<file path="config.mk">
export PLATFORM = sky130hd
export DESIGN_NAME = basic_variable_table
export DESIGN_NICKNAME = d
export VERILOG_FILES = /design/src/hw/rtl/bvt_pkg.sv /design/src/hw/rtl/bvt_ram.sv /design/src/hw/rtl/bvt_ctrl.sv /design/src/hw/rtl/bvt_dp.sv /design/src/hw/rtl/basic_variable_table.sv
export SDC_FILE = /design/constraint.sdc
export NUM_CORES = 2
export LEC_CHECK = 0
export ABC_AREA = 1
export CORE_ASPECT_RATIO = 1.25
export CORE_UTILIZATION = 63
export DETAILED_ROUTE_END_ITERATION = 10
export DONT_BUFFER_PORTS = 1
export PLACE_DENSITY = 0.75
export SYNTH_ARGS = -nofsm -noshare
export SYNTH_HDL_FRONTEND = slang
export SYNTH_SLANG_ARGS = --single-unit
export TNS_END_PERCENT = 50
</file>
<file path="constraint.sdc">
create_clock -name clk -period 4.5 [get_ports clk]
set_input_delay 0.9 -clock clk [delete_from_list [all_inputs] [get_ports clk]]
set_output_delay 0.9 -clock clk [all_outputs]
set_load 0.01 [all_outputs]
</file>
<file path="src/hw/rtl/bvt_pkg.sv">
`timescale 1ns / 1ps
// Shared types, codes and name-encoding functions for the BASIC variable table.
// No dependencies; used by bvt_ctrl, bvt_dp and basic_variable_table.
package bvt_pkg;

	localparam int NAME_W  = 16;
	localparam int VALUE_W = 32;
	localparam int LIMIT_W = 7;
	localparam logic [LIMIT_W-1:0] LIMIT_RESET = 7'd64;

	localparam logic [7:0] STRING_FLAG = 8'h80;

	// request codes
	localparam logic [2:0] ACT_GET_NUM = 3'd0;
	localparam logic [2:0] ACT_SET_NUM = 3'd1;
	localparam logic [2:0] ACT_GET_STR = 3'd2;
	localparam logic [2:0] ACT_SET_STR = 3'd3;
	localparam logic [2:0] ACT_CLEAR   = 3'd4;

	// result status codes
	localparam logic [1:0] ST_OK      = 2'd0;
	localparam logic [1:0] ST_MISSING = 2'd1;
	localparam logic [1:0] ST_KIND    = 2'd2;
	localparam logic [1:0] ST_FULL    = 2'd3;

	typedef enum logic [1:0] {
		S_IDLE,
		S_DECODE,
		S_SEARCH,
		S_RESP
	} ctrl_state_t;

	// controller -> datapath
	typedef struct packed {
		logic       load_req;
		logic       clear_tab;
		logic       init_scan;
		logic       scan;
		logic       write_hit;
		logic       append;
		logic       res_load;
		logic       res_take_value;
		logic [1:0] res_status;
	} ctrl_cmd_t;

	// datapath -> controller
	typedef struct packed {
		logic is_clear;
		logic is_set;
		logic bad_req;
		logic kind_ok;
		logic hit;
		logic exhausted;
		logic full;
	} dp_status_t;

	function automatic logic [7:0] upcase(input logic [7:0] c);
		logic [7:0] r;
		r = c;
		if (c >= 8'h61 && c <= 8'h7A) begin
			r = c - 8'h20;
		end
		return r;
	endfunction

	function automatic logic is_alnum(input logic [7:0] c);
		return (c >= 8'h30 && c <= 8'h39) || (c >= 8'h41 && c <= 8'h5A) ||
			(c >= 8'h61 && c <= 8'h7A);
	endfunction

	function automatic logic [NAME_W-1:0] encode_name(input logic [7:0] c1,
			input logic [7:0] c2, input logic str);
		logic [7:0] lo;
		lo = is_alnum(c2) ? upcase(c2) : 8'h00;
		if (str) begin
			lo = lo | STRING_FLAG;
		end
		return {upcase(c1), lo};
	endfunction

endpackage

</file>
<file path="src/hw/rtl/bvt_ram.sv">
`timescale 1ns / 1ps
// Generic simple dual-port RAM: one write port, one registered read port.
// No dependencies.
module bvt_ram #(
	parameter int WIDTH = 32,
	parameter int DEPTH = 64
) (
	input  logic                                   clk,
	input  logic                                   we,
	input  logic [(DEPTH > 1 ? $clog2(DEPTH) : 1)-1:0] waddr,
	input  logic [WIDTH-1:0]                       wdata,
	input  logic [(DEPTH > 1 ? $clog2(DEPTH) : 1)-1:0] raddr,
	output logic [WIDTH-1:0]                       rdata
);

	logic [WIDTH-1:0] mem_q [DEPTH];

	always_ff @(posedge clk) begin
		if (we) begin
			mem_q[waddr] <= wdata;
		end
		rdata <= mem_q[raddr];
	end

endmodule

</file>
<file path="src/hw/rtl/bvt_ctrl.sv">
`timescale 1ns / 1ps
// Request sequencer: decode, linear search, write-back and result strobe.
// Depends on bvt_pkg.
module bvt_ctrl (
	input  logic                clk,
	input  logic                arst_n,
	input  logic                start,
	input  bvt_pkg::dp_status_t dp_st,
	output bvt_pkg::ctrl_cmd_t  cmd,
	output logic                busy,
	output logic                done
);

	bvt_pkg::ctrl_state_t state_q, state_d;

	always_ff @(posedge clk or negedge arst_n) begin
		if (!arst_n) begin
			state_q <= bvt_pkg::S_IDLE;
		end else begin
			state_q <= state_d;
		end
	end

	always_comb begin
		state_d = state_q;
		cmd     = '0;
		busy    = 1'b1;
		done    = 1'b0;
		case (state_q)
			bvt_pkg::S_IDLE: begin
				busy = 1'b0;
				if (start) begin
					cmd.load_req = 1'b1;
					state_d      = bvt_pkg::S_DECODE;
				end
			end
			bvt_pkg::S_DECODE: begin
				if (dp_st.is_clear) begin
					cmd.clear_tab  = 1'b1;
					cmd.res_load   = 1'b1;
					cmd.res_status = bvt_pkg::ST_OK;
					state_d        = bvt_pkg::S_RESP;
				end else if (dp_st.bad_req) begin
					cmd.res_load   = 1'b1;
					cmd.res_status = bvt_pkg::ST_KIND;
					state_d        = bvt_pkg::S_RESP;
				end else begin
					cmd.init_scan = 1'b1;
					state_d       = bvt_pkg::S_SEARCH;
				end
			end
			bvt_pkg::S_SEARCH: begin
				cmd.scan = 1'b1;
				if (dp_st.hit) begin
					cmd.res_load = 1'b1;
					state_d      = bvt_pkg::S_RESP;
					if (dp_st.is_set) begin
						cmd.write_hit  = 1'b1;
						cmd.res_status = bvt_pkg::ST_OK;
					end else if (dp_st.kind_ok) begin
						cmd.res_take_value = 1'b1;
						cmd.res_status     = bvt_pkg::ST_OK;
					end else begin
						cmd.res_status = bvt_pkg::ST_KIND;
					end
				end else if (dp_st.exhausted) begin
					cmd.res_load = 1'b1;
					state_d      = bvt_pkg::S_RESP;
					if (!dp_st.is_set) begin
						cmd.res_status = bvt_pkg::ST_MISSING;
					end else if (dp_st.full) begin
						cmd.res_status = bvt_pkg::ST_FULL;
					end else begin
						cmd.append     = 1'b1;
						cmd.res_status = bvt_pkg::ST_OK;
					end
				end
			end
			bvt_pkg::S_RESP: begin
				done    = 1'b1;
				state_d = bvt_pkg::S_IDLE;
			end
			default: begin
				state_d = bvt_pkg::S_IDLE;
			end
		endcase
	end

endmodule

</file>
<file path="src/hw/rtl/bvt_dp.sv">
`timescale 1ns / 1ps
// Table datapath: request registers, name/value RAMs, scan pointer, count, results.
// Depends on bvt_pkg and bvt_ram.
module bvt_dp #(
	parameter int MAX_ENTRIES = 64
) (
	input  logic                                  clk,
	input  logic                                  arst_n,
	input  bvt_pkg::ctrl_cmd_t                    cmd,
	output bvt_pkg::dp_status_t                   dp_st,
	input  logic [2:0]                            action,
	input  logic [7:0]                            first_char,
	input  logic [7:0]                            second_char,
	input  logic                                  name_is_string,
	input  logic [31:0]                           write_value,
	input  logic [bvt_pkg::LIMIT_W-1:0]           entry_limit,
	output logic [31:0]                           read_value,
	output logic [1:0]                            status,
	output logic [$clog2(MAX_ENTRIES + 1)-1:0]    entries_used
);

	localparam int CW = $clog2(MAX_ENTRIES + 1);
	localparam int IW = (MAX_ENTRIES > 1) ? $clog2(MAX_ENTRIES) : 1;
	localparam int LW = (CW > bvt_pkg::LIMIT_W) ? CW : bvt_pkg::LIMIT_W;

	logic [2:0]                  action_q;
	logic [bvt_pkg::NAME_W-1:0]  code_q;
	logic                        str_q;
	logic [bvt_pkg::VALUE_W-1:0] wval_q;

	logic [CW-1:0] count_q;
	logic [CW-1:0] scan_q;
	logic [IW-1:0] cmp_idx_q;
	logic          cmp_vld_q;

	logic [bvt_pkg::NAME_W-1:0]  name_rd;
	logic [bvt_pkg::VALUE_W-1:0] value_rd;

	logic [31:0] read_value_q;
	logic [1:0]  status_q;

	logic                        name_we;
	logic                        value_we;
	logic [IW-1:0]               value_waddr;
	logic                        want_str;
	logic [LW-1:0]               lim_eff;

	// request capture; payload needs no reset
	always_ff @(posedge clk) begin
		if (cmd.load_req) begin
			action_q <= action;
			code_q   <= bvt_pkg::encode_name(first_char, second_char, name_is_string);
			str_q    <= name_is_string;
			wval_q   <= write_value;
		end
	end

	always_comb begin
		want_str = (action_q == bvt_pkg::ACT_GET_STR) || (action_q == bvt_pkg::ACT_SET_STR);
		dp_st.is_clear = (action_q == bvt_pkg::ACT_CLEAR);
		dp_st.is_set   = (action_q == bvt_pkg::ACT_SET_NUM) ||
			(action_q == bvt_pkg::ACT_SET_STR);
		dp_st.kind_ok  = (str_q == want_str);
		// empty name: upper-casing never maps a non-zero byte to zero
		dp_st.bad_req  = (action_q > bvt_pkg::ACT_CLEAR) || (code_q[15:8] == 8'h00) ||
			(dp_st.is_set && !dp_st.kind_ok);
		dp_st.hit       = cmp_vld_q && (name_rd == code_q);
		dp_st.exhausted = !cmp_vld_q && (scan_q >= count_q);
		lim_eff = (LW'(entry_limit) > LW'(MAX_ENTRIES)) ? LW'(MAX_ENTRIES) :
			LW'(entry_limit);
		dp_st.full = (LW'(count_q) >= lim_eff);
	end

	// scan pointer: one read a cycle, the compare comes in the cycle after the RAM read
	always_ff @(posedge clk or negedge arst_n) begin
		if (!arst_n) begin
			scan_q    <= '0;
			cmp_vld_q <= 1'b0;
			cmp_idx_q <= '0;
		end else if (cmd.init_scan) begin
			scan_q    <= '0;
			cmp_vld_q <= 1'b0;
		end else if (cmd.scan) begin
			if (scan_q < count_q) begin
				scan_q    <= scan_q + 1'b1;
				cmp_vld_q <= 1'b1;
				cmp_idx_q <= scan_q[IW-1:0];
			end else begin
				cmp_vld_q <= 1'b0;
			end
		end
	end

	always_ff @(posedge clk or negedge arst_n) begin
		if (!arst_n) begin
			count_q <= '0;
		end else if (cmd.clear_tab) begin
			count_q <= '0;
		end else if (cmd.append) begin
			count_q <= count_q + 1'b1;
		end
	end

	assign name_we     = cmd.append;
	assign value_we    = cmd.append || cmd.write_hit;
	assign value_waddr = cmd.append ? count_q[IW-1:0] : cmp_idx_q;

	bvt_ram #(
		.WIDTH(bvt_pkg::NAME_W),
		.DEPTH(MAX_ENTRIES)
	) u_names (
		.clk  (clk),
		.we   (name_we),
		.waddr(count_q[IW-1:0]),
		.wdata(code_q),
		.raddr(scan_q[IW-1:0]),
		.rdata(name_rd)
	);

	bvt_ram #(
		.WIDTH(bvt_pkg::VALUE_W),
		.DEPTH(MAX_ENTRIES)
	) u_values (
		.clk  (clk),
		.we   (value_we),
		.waddr(value_waddr),
		.wdata(wval_q),
		.raddr(scan_q[IW-1:0]),
		.rdata(value_rd)
	);

	always_ff @(posedge clk) begin
		if (cmd.res_load) begin
			read_value_q <= cmd.res_take_value ? value_rd : '0;
			status_q     <= cmd.res_status;
		end
	end

	assign read_value   = read_value_q;
	assign status       = status_q;
	assign entries_used = count_q;

endmodule

</file>
<file path="src/hw/rtl/basic_variable_table.sv">
`timescale 1ns / 1ps
// Top level of the BASIC variable table: APB register, sequencer and datapath.
// Depends on bvt_pkg, bvt_ctrl, bvt_dp (and bvt_ram beneath it).
//
// Usage
//  - Request channel: drive action, first_char, second_char, name_is_string and
//    write_value with start high; the request is taken at an edge where busy is
//    low. busy stays high until the result has been strobed.
//  - Result channel: done is high for exactly one cycle with read_value, status
//    and entries_used valid. The receiver cannot stall; it must sample then.
//  - entry_limit sits at byte address 0 of the APB port (reset 64); write it
//    only while busy is low. Reads return the current limit.
//  - Sequence from the accepting edge: decode, then for a get or set a linear
//    search through the name RAM (one entry a cycle, registered read) that
//    stops at the entry holding the name, then the result state with done
//    high. Clear and rejected requests go from decode to the result state.
//    A name not found (including every append) is compared against all n
//    entries in use before the request. No new request is taken before done;
//    the next request can be taken the cycle after done.
//  - Set writes back in the cycle the search ends, with no separate write state.
//  - Reset: entry count goes to zero and the limit to 64; the RAMs are not
//    cleared, stale entries are simply beyond the count and never compared.
module basic_variable_table #(
	parameter int MAX_ENTRIES = 64
) (
	input  logic                               clk,
	input  logic                               arst_n,
	// APB configuration port
	input  logic                               psel,
	input  logic                               penable,
	input  logic                               pwrite,
	input  logic [2:0]                         paddr,
	input  logic [31:0]                        pwdata,
	output logic [31:0]                        prdata,
	output logic                               pready,
	// request
	input  logic                               start,
	output logic                               busy,
	input  logic [2:0]                         action,
	input  logic [7:0]                         first_char,
	input  logic [7:0]                         second_char,
	input  logic                               name_is_string,
	input  logic [31:0]                        write_value,
	// result
	output logic                               done,
	output logic [31:0]                        read_value,
	output logic [1:0]                         status,
	output logic [$clog2(MAX_ENTRIES + 1)-1:0] entries_used
);

	logic [bvt_pkg::LIMIT_W-1:0] entry_limit_q;
	logic                        limit_sel;
	bvt_pkg::ctrl_cmd_t          cmd;
	bvt_pkg::dp_status_t         dp_st;

	// single register at word 0; paddr[2] set is outside the register map
	assign limit_sel = !paddr[2];
	assign pready    = 1'b1;
	assign prdata    = limit_sel ? 32'(entry_limit_q) : '0;

	always_ff @(posedge clk or negedge arst_n) begin
		if (!arst_n) begin
			entry_limit_q <= bvt_pkg::LIMIT_RESET;
		end else if (psel && penable && pwrite && limit_sel) begin
			entry_limit_q <= pwdata[bvt_pkg::LIMIT_W-1:0];
		end
	end

	bvt_ctrl u_ctrl (
		.clk   (clk),
		.arst_n(arst_n),
		.start (start),
		.dp_st (dp_st),
		.cmd   (cmd),
		.busy  (busy),
		.done  (done)
	);

	bvt_dp #(
		.MAX_ENTRIES(MAX_ENTRIES)
	) u_dp (
		.clk           (clk),
		.arst_n        (arst_n),
		.cmd           (cmd),
		.dp_st         (dp_st),
		.action        (action),
		.first_char    (first_char),
		.second_char   (second_char),
		.name_is_string(name_is_string),
		.write_value   (write_value),
		.entry_limit   (entry_limit_q),
		.read_value    (read_value),
		.status        (status),
		.entries_used  (entries_used)
	);

	// result strobe lasts a single cycle
	a_done_single: assert property (@(posedge clk) disable iff (!arst_n)
		done |=> !done)
		else $error("done held for more than one cycle");

	// an accepted request always makes the block busy next cycle
	a_accept_busy: assert property (@(posedge clk) disable iff (!arst_n)
		(start && !busy) |=> busy)
		else $error("request accepted but block not busy");

	// count never runs past the table depth
	a_count_bound: assert property (@(posedge clk) disable iff (!arst_n)
		entries_used <= ($clog2(MAX_ENTRIES + 1))'(MAX_ENTRIES))
		else $error("entry count beyond table depth");

	// a full or missing result leaves the count as it was
	a_fail_keeps_count: assert property (@(posedge clk) disable iff (!arst_n)
		(done && (status == bvt_pkg::ST_FULL || status == bvt_pkg::ST_MISSING))
		|-> $stable(entries_used))
		else $error("count changed on a failed request");

endmodule
</file>
==> Word level (Yosys, flattened, before mapping) <==
Memories as Yosys holds them, arrays and structs flattened. A register that Yosys moved wholly into a read port is not among the register bits.
Cells that the tools add are included.
{ "totals": {"register_bits": 116, "ram_bits": 3072, "in_bits": 93, "out_inout_bits": 76, "elab_cells": 128, "n_memories": 2} }
{ "op_classes": {"add_sub_neg": 4, "n_lt_le_gt_ge": 13, "eq_ne": 11, "n_mux": 56, "bitwise_logic": 1, "n_reduce_logical": 28} }
{ "mem_list": {"columns": ["name", "words", "width", "rd", "rd_ports_with_merged_regs", "wr", "line", "rtl"], "rows": [
  ["u_dp.u_values.mem_q", 64, 32, 1, 1, 1, "bvt_ram.sv:16", "logic [WIDTH-1:0] mem_q [DEPTH];"],
  ["u_dp.u_names.mem_q", 64, 16, 1, 1, 1, "bvt_ram.sv:16", null]
]} }
{ "op_table": {"columns": ["operator", "n"], "rows": [
  ["two-way mux 7 bit", 7],
  ["two-way mux 1 bit", 28],
  ["two-way mux 2 bit", 13],
  ["greater-or-equal comparator 8 x 7 -> 1 bit, second input constant", 3],
  ["<= comparator 8 x 7 -> 1 bit, second input constant", 3],
  ["two-way mux 8 bit", 3],
  ["== test 16 bit", 1],
  ["subtractor 8 x 6 -> 8 bit, second input constant", 2],
  ["adder 7 x 1 -> 7 bit, second input constant", 2],
  ["greater-or-equal comparator 7 bit", 2],
  ["logical AND 1 bit", 10],
  ["greater-or-equal comparator 8 x 6 -> 1 bit, second input constant", 1],
  ["<= comparator 8 x 6 -> 1 bit, second input constant", 1],
  ["logical NOT 8 bit", 1],
  ["one-hot mux 2 bit (4 select lines)", 1],
  ["> comparator 7 bit, second input constant", 1],
  ["logical OR 1 bit", 7],
  ["less-than comparator 7 bit", 1],
  ["== test 3 x 2 -> 1 bit, second input constant", 2],
  ["two-way mux 6 bit", 1],
  ["nonzero test 2 bit", 3],
  ["== test 2 bit, second input constant", 2],
  ["one-hot mux 2 bit (2 select lines)", 1],
  ["AND reduction 2 bit", 2],
  ["other kinds (13)", 15]
]} }

==> Depth between registers and ports, before layout <==
{ "depth": {"word_depth": 11, "depth_mapped": 19, "mapped_depth_nobuf": 18} }

==> By module <==
Synthesis repeated with hierarchy kept, for this count alone.
{ "hier_totals": {"hier_cells": 10912, "hier_area_um2": 130715.4} }
{ "by_module_without_submodules": {"columns": ["mod", "n_inst", "cells_per_inst", "area_each_um2"], "rows": [
  ["bvt_ram (u_dp.u_values)", 1, 6769, 82738.1],
  ["bvt_ram (u_dp.u_names)", 1, 3517, 42099.1],
  ["bvt_dp", 1, 499, 4996.0],
  ["basic_variable_table", 1, 76, 573.0],
  ["bvt_ctrl", 1, 51, 309.0]
]} }

==> Least setup slack after synthesis <==
Ideal clock, no wire load.
{ "synth_path": {"path_kind": "reg2reg", "from": "register u_dp.scan_q[0]", "to": "memory u_dp.u_values.mem_q[11][0], enable pin", "setup_time_ns": 0.421, "arrival_time_ns": 3.654, "required_time_ns": 4.079, "setup_slack_ns": 0.425, "path_stages_with_launch": 17, "path_buffers": 4, "synth_period_minus_slack_ns": 4.075, "path_cell_list": "dfrtp_1 -> buf_4 -> inv_4 -> buf_4 -> buf_4 -> buf_2 -> ha_1 -> nand3b_1 -> nand2_1 -> nand2_1 -> nand3_2 -> nand2_2 -> nor2_4 -> nand3_1 -> nand2_1 -> nand4_1 -> nor2_1"} }
{ "synth_between": {"elab_chain_len": 8, "word_cells_on_any_way": 9, "cone_classes": "order compare: 1; mux: 6; reduce/logical: 2"} }
{ "synth_rtl": {"columns": ["item", "line", "rtl"], "rows": [
  ["start: declaration", "bvt_dp.sv:32", "logic [CW-1:0] scan_q;"],
  ["start signal: assignment", "bvt_dp.sv:85", "scan_q <= scan_q + 1'b1;"],
  ["greater-or-equal comparator 7 bit *", "bvt_dp.sv:68", "dp_st.exhausted = !cmp_vld_q && (scan_q >= count_q);"],
  ["logical AND 1 bit *", "bvt_dp.sv:68", null],
  ["two-way mux 2 bit *", "bvt_ctrl.sv:66", "end else if (dp_st.exhausted) begin"],
  ["two-way mux 1 bit *", "bvt_ctrl.sv:54", "if (dp_st.hit) begin"],
  ["two-way mux 3 bit *", "bvt_ctrl.sv:29", "case (state_q)"],
  ["logical OR 1 bit", "bvt_dp.sv:105", "assign value_we = cmd.append || cmd.write_hit;"],
  ["two-way mux 1 bit", "bvt_ram.sv:19", "if (we) begin"],
  ["two-way mux 1 bit (not written as such)", "bvt_ram.sv:20", "mem_q[waddr] <= wdata;"],
  ["end: declaration", "bvt_ram.sv:16", null]
]} }
Mark *: on every way between the ends. The rest lies on a longest branch, timed or not.

==> Worst setup path after layout <==
{ "layout_path": {"from": "register u_dp.scan_q[0]", "to": "memory u_dp.u_values.mem_q[35][14], enable pin"} }
Same word-level chain as after synthesis.

==> results.md <==
* Syn_area_per_cell at 13.5 um^2
* Routability cong. at 0.943
* First-pass GRT wire length at 494000 um
* Final slew viol count at 0
* Crit-path max FO at 123
* Slowest stage delay, CP at 0.69 ns
* # IOs at 169
* Vias/cell at 6.74
* Maximum capacitance violations at 0
* Vias in the first global route at 77390
* Via Count at 81822
* Initial DRC Count at 12519
* Nets at 9436
* Overall global routing resource usage at 33.4%
* Cell taking the most area after synthesis: edfxtp_1
* Antenna violations before repair at 6
* Share of cells above drive strength 1 at 8.76%
* Synth top cells by count: 3158 x edfxtp_1, 1796 x nor2_1, 1564 x o21ai_0, 474 x o22ai_1, 467 x clkbuf_1
* Worst-path clk slew at 0.06 ns
* Remaining antenna violation count at 0
* CTS sink count at 3236
* Final TNS setup at 0 ns
* Worst skew pair latency at 0.95 ns
* H-tree depth at 5
* Drt wl/cell at 28.2 um
* Leakage power at 45.0 nW
* Tightest Pin Transition at 1.20 ns
* Max IR drop VDD at 565 uV
* Pin count of the biggest net entering global routing at 230
* Hold Path Class: primary input to flip-flop
* Most Frequent Cell on Critical Path: nand2_1
* Req. time, crit path at 5.10 ns
* Delay-heaviest family, CP: simple AND/OR/NAND/NOR gates
* Worst path cell trace: inv_16 -> ha_1 -> nand3b_1 -> nand2_1 -> nand2_1 -> nand3_2 -> nand4_4 -> nand2_1 -> inv_1 -> nor2_1 -> nand2_2 -> nor2_4 -> buf_12
* Power density over cell area at 551 nW/um^2
* Port Buffers at 0
* Die Area at 202000 um^2
* RSZ-0062 raised after global routing: no
* # DRC at 0
* Ranking of synthesized cells by area: edfxtp_1 75%, o21ai_0 6.2%, nor2_1 5.3%
* Period utilization at 92.8%
* Final Critical Period at 4.18 ns
* Number of CTS-inserted buffers at 313
* Slowest CP cell: dfrtp_4
* Crit. End Element: flip-flop
* Distinct cell type count after synthesis at 43
* Post-synth top flop: edfxtp_1
* Worst slack at placement at 0.459 ns
* Setup violations, final at 0
* Cell area after synthesis at 126000 um^2
* Fill count at 12418
* TritonCTS clock tree: done
* Worst hold slack at 0.0577 ns
* Number of enable flip-flop cells after synthesis at 3158
* CTS root buffer: clkbuf_16
* Area grow syn2layout at 10.9%
* Clk_skew at 0.0613 ns
* CP Buf/Inv Count at 3
* Die Height at 502 um
* CP Class: flip-flop to flip-flop
* Slew HR at 19.8%
* Max Buffers Root-to-Sink at 4
* Status: complete, no violations
* Fmax at 239 MHz
* Synth warnings at 0
* Final setup margin at 0.324 ns
* Core area at 199000 um^2
* GR Overflow Total at 0
* Hpwl dp at 186000 um
* Setup repair bufs after CTS at 0
* Synthesized flop and latch total at 3236
* Top cell type's share of synthesized area at 75.2%
* Detailed Routing Iterations Pass 1 at 7
* Final-report hold violation count at 0
* Die width at 402 um
* # resized after CTS at 0
* Most frequent cell after synthesis: edfxtp_1
* Crit path DAT at 4.78 ns
* Row count at 183
* Initial core utilization at 63.4%
* Ys async rst share at 0.927%
* Sequential area share after synthesis at 76.6%
* Critical Path Source Type: flip-flop
* Mapped Cells at 9362
* Routed Wire Length at 342000 um
==> where the power goes <==
group	switching (mW)	internal [mW]
Clock	10.8	14.8
Sequential	0.438	34.7
Combinational	12.5	3.85
Total	23.7	53.4
==> sequential cells by signal (all words and copies together), names as in the netlist <==
| name | flops |
|---|---|
| entry_limit_q | 7 |
| u_dp.u_values.rdata | 32 |
| u_dp.read_value | 32 |
| u_dp.scan_q | 7 |
| u_dp.code_q | 16 |
| u_dp.str_q | 1 |
| u_dp.entries_used | 7 |
| u_dp.u_names.rdata | 16 |
| u_dp.cmp_vld_q | 1 |
| u_dp.status | 2 |
| u_dp.u_names.mem_q | 1024 |
| u_dp.u_values.mem_q | 2048 |
| u_ctrl.state_q | 2 |
| u_dp.cmp_idx_q | 6 |
| u_dp.action_q | 3 |
| u_dp.wval_q | 32 |
==> cell families (layout without fill, tap and decap cells) <==
group,count (synthesis),after routing,synth area share (%)
AOI/OAI and AO/OA,2650,2650,12.0
xor gates and xnor gates,10,10,0.0695
adders and majority gates,25,25,0.248
buffers and inverters,808,968,2.70
DFF,3236,3236,76.6
other,2,33,0.00596
and+or+nand+nor,2631,2631,8.38
==> final cells by class <==
type | instances | area, um^2 | share of cell area (%)
clock buffer | 388 | 8360 | 5.98
antenna | 7 | 17.5 | 0.0125
tap | 2590 | 3240 | 2.32
sequential | 3236 | 96600 | 69.0
inverter | 122 | 504 | 0.361
clock inverter | 155 | 1480 | 1.06
multi-input combinational | 5342 | 26800 | 19.1
timing repair buffer | 303 | 2950 | 2.11
==> per-stage QoR <==
stage	instances	cell area (um^2)	utilization, %	total power [mW]
after floorplan	9386	126000	-	45.6
after global placement	11587	130000	65.3	51.0
after detailed placement	11587	130000	65.3	51.6
after CTS	12136	140000	70.3	76.7
after global routing	12137	140000	70.3	79.3
final	12143	140000	70.3	77.1
==> path summary, 6_finish.rpt <==
| kind | slack [ns] | end | depth (start not counted) | startpoint |
|---|---|---|---|---|
| setup / recovery | 0.32 | u_dp.u_values.mem_q[35][14]$_DFFE_PP_ | 13 | u_dp.scan_q[0]$_DFFE_PN0P_ |
| hold / removal | 0.06 | u_dp.code_q[11]$_DFFE_PP_ | 0 | first_char[3] |
| setup reg to reg | 0.32 | u_dp.u_values.mem_q[35][14]$_DFFE_PP_ | 13 | u_dp.scan_q[0]$_DFFE_PN0P_ |
| hold reg to reg | 0.50 | u_dp.cmp_idx_q[3]$_DFFE_PN0P_ | 2 | u_dp.cmp_idx_q[3]$_DFFE_PN0P_ |
| max in group asynchronous | 3.81 | entry_limit_q[6]$_DFFE_PN1P_ | 2 | arst_n |
| min in group asynchronous | 0.43 | u_dp.scan_q[6]$_DFFE_PN0P_ | 2 | arst_n |
==> layout by cell type (no fill, tap or decap), types with 3 or more instances in the layout <==
cell	netlist	final
clkbuf_1	467	56
clkbuf_8	0	14
o22ai_1	474	474
nand2_2	17	17
dfrtp_1	29	24
clkinv_2	0	46
inv_6	0	6
dlygate4sd3_1	0	5
buf_4	41	245
clkinv_1	2	66
bufinv_16	0	29
buf_12	0	53
nor2_4	2	68
clkinvlp_4	0	8
nor3_1	11	10
a21oi_1	209	209
nand4_1	17	17
clkbuf_16	0	318
nor2_1	1796	1730
inv_1	114	111
diode_2	0	7
nor2_2	6	6
inv_2	5	3
xor2_1	8	8
nand2_1	349	349
o21ai_0	1564	1564
o211ai_1	134	134
dfxtp_1	48	48
o221ai_1	252	252
o21ai_1	3	3
dfrtp_4	0	4
conb_1	2	26
nand3_1	429	428
ha_1	25	25
edfxtp_1	3158	3158
o21bai_1	3	3
inv_8	0	3
==> routing by layer <==
| metal | wire, um | part of all wire (%) | track usage [%] |
|---|---|---|---|
| met1 | 120000 | 35 | 43.9 |
| met2 | 160000 | 47 | 52.1 |
| met3 | 37700 | 11 | 5.79 |
| met4 | 24200 | 7.1 | 21.2 |
| met5 | 0 | 0 | 0 |
==> repair_timing <==
action                                  4_1_cts  5_1_grt
hold buffers                                  6        0
endpoints found under the setup margin        0        0
endpoints found under the hold margin        34        0
Power figures use the tool's default switching activity.
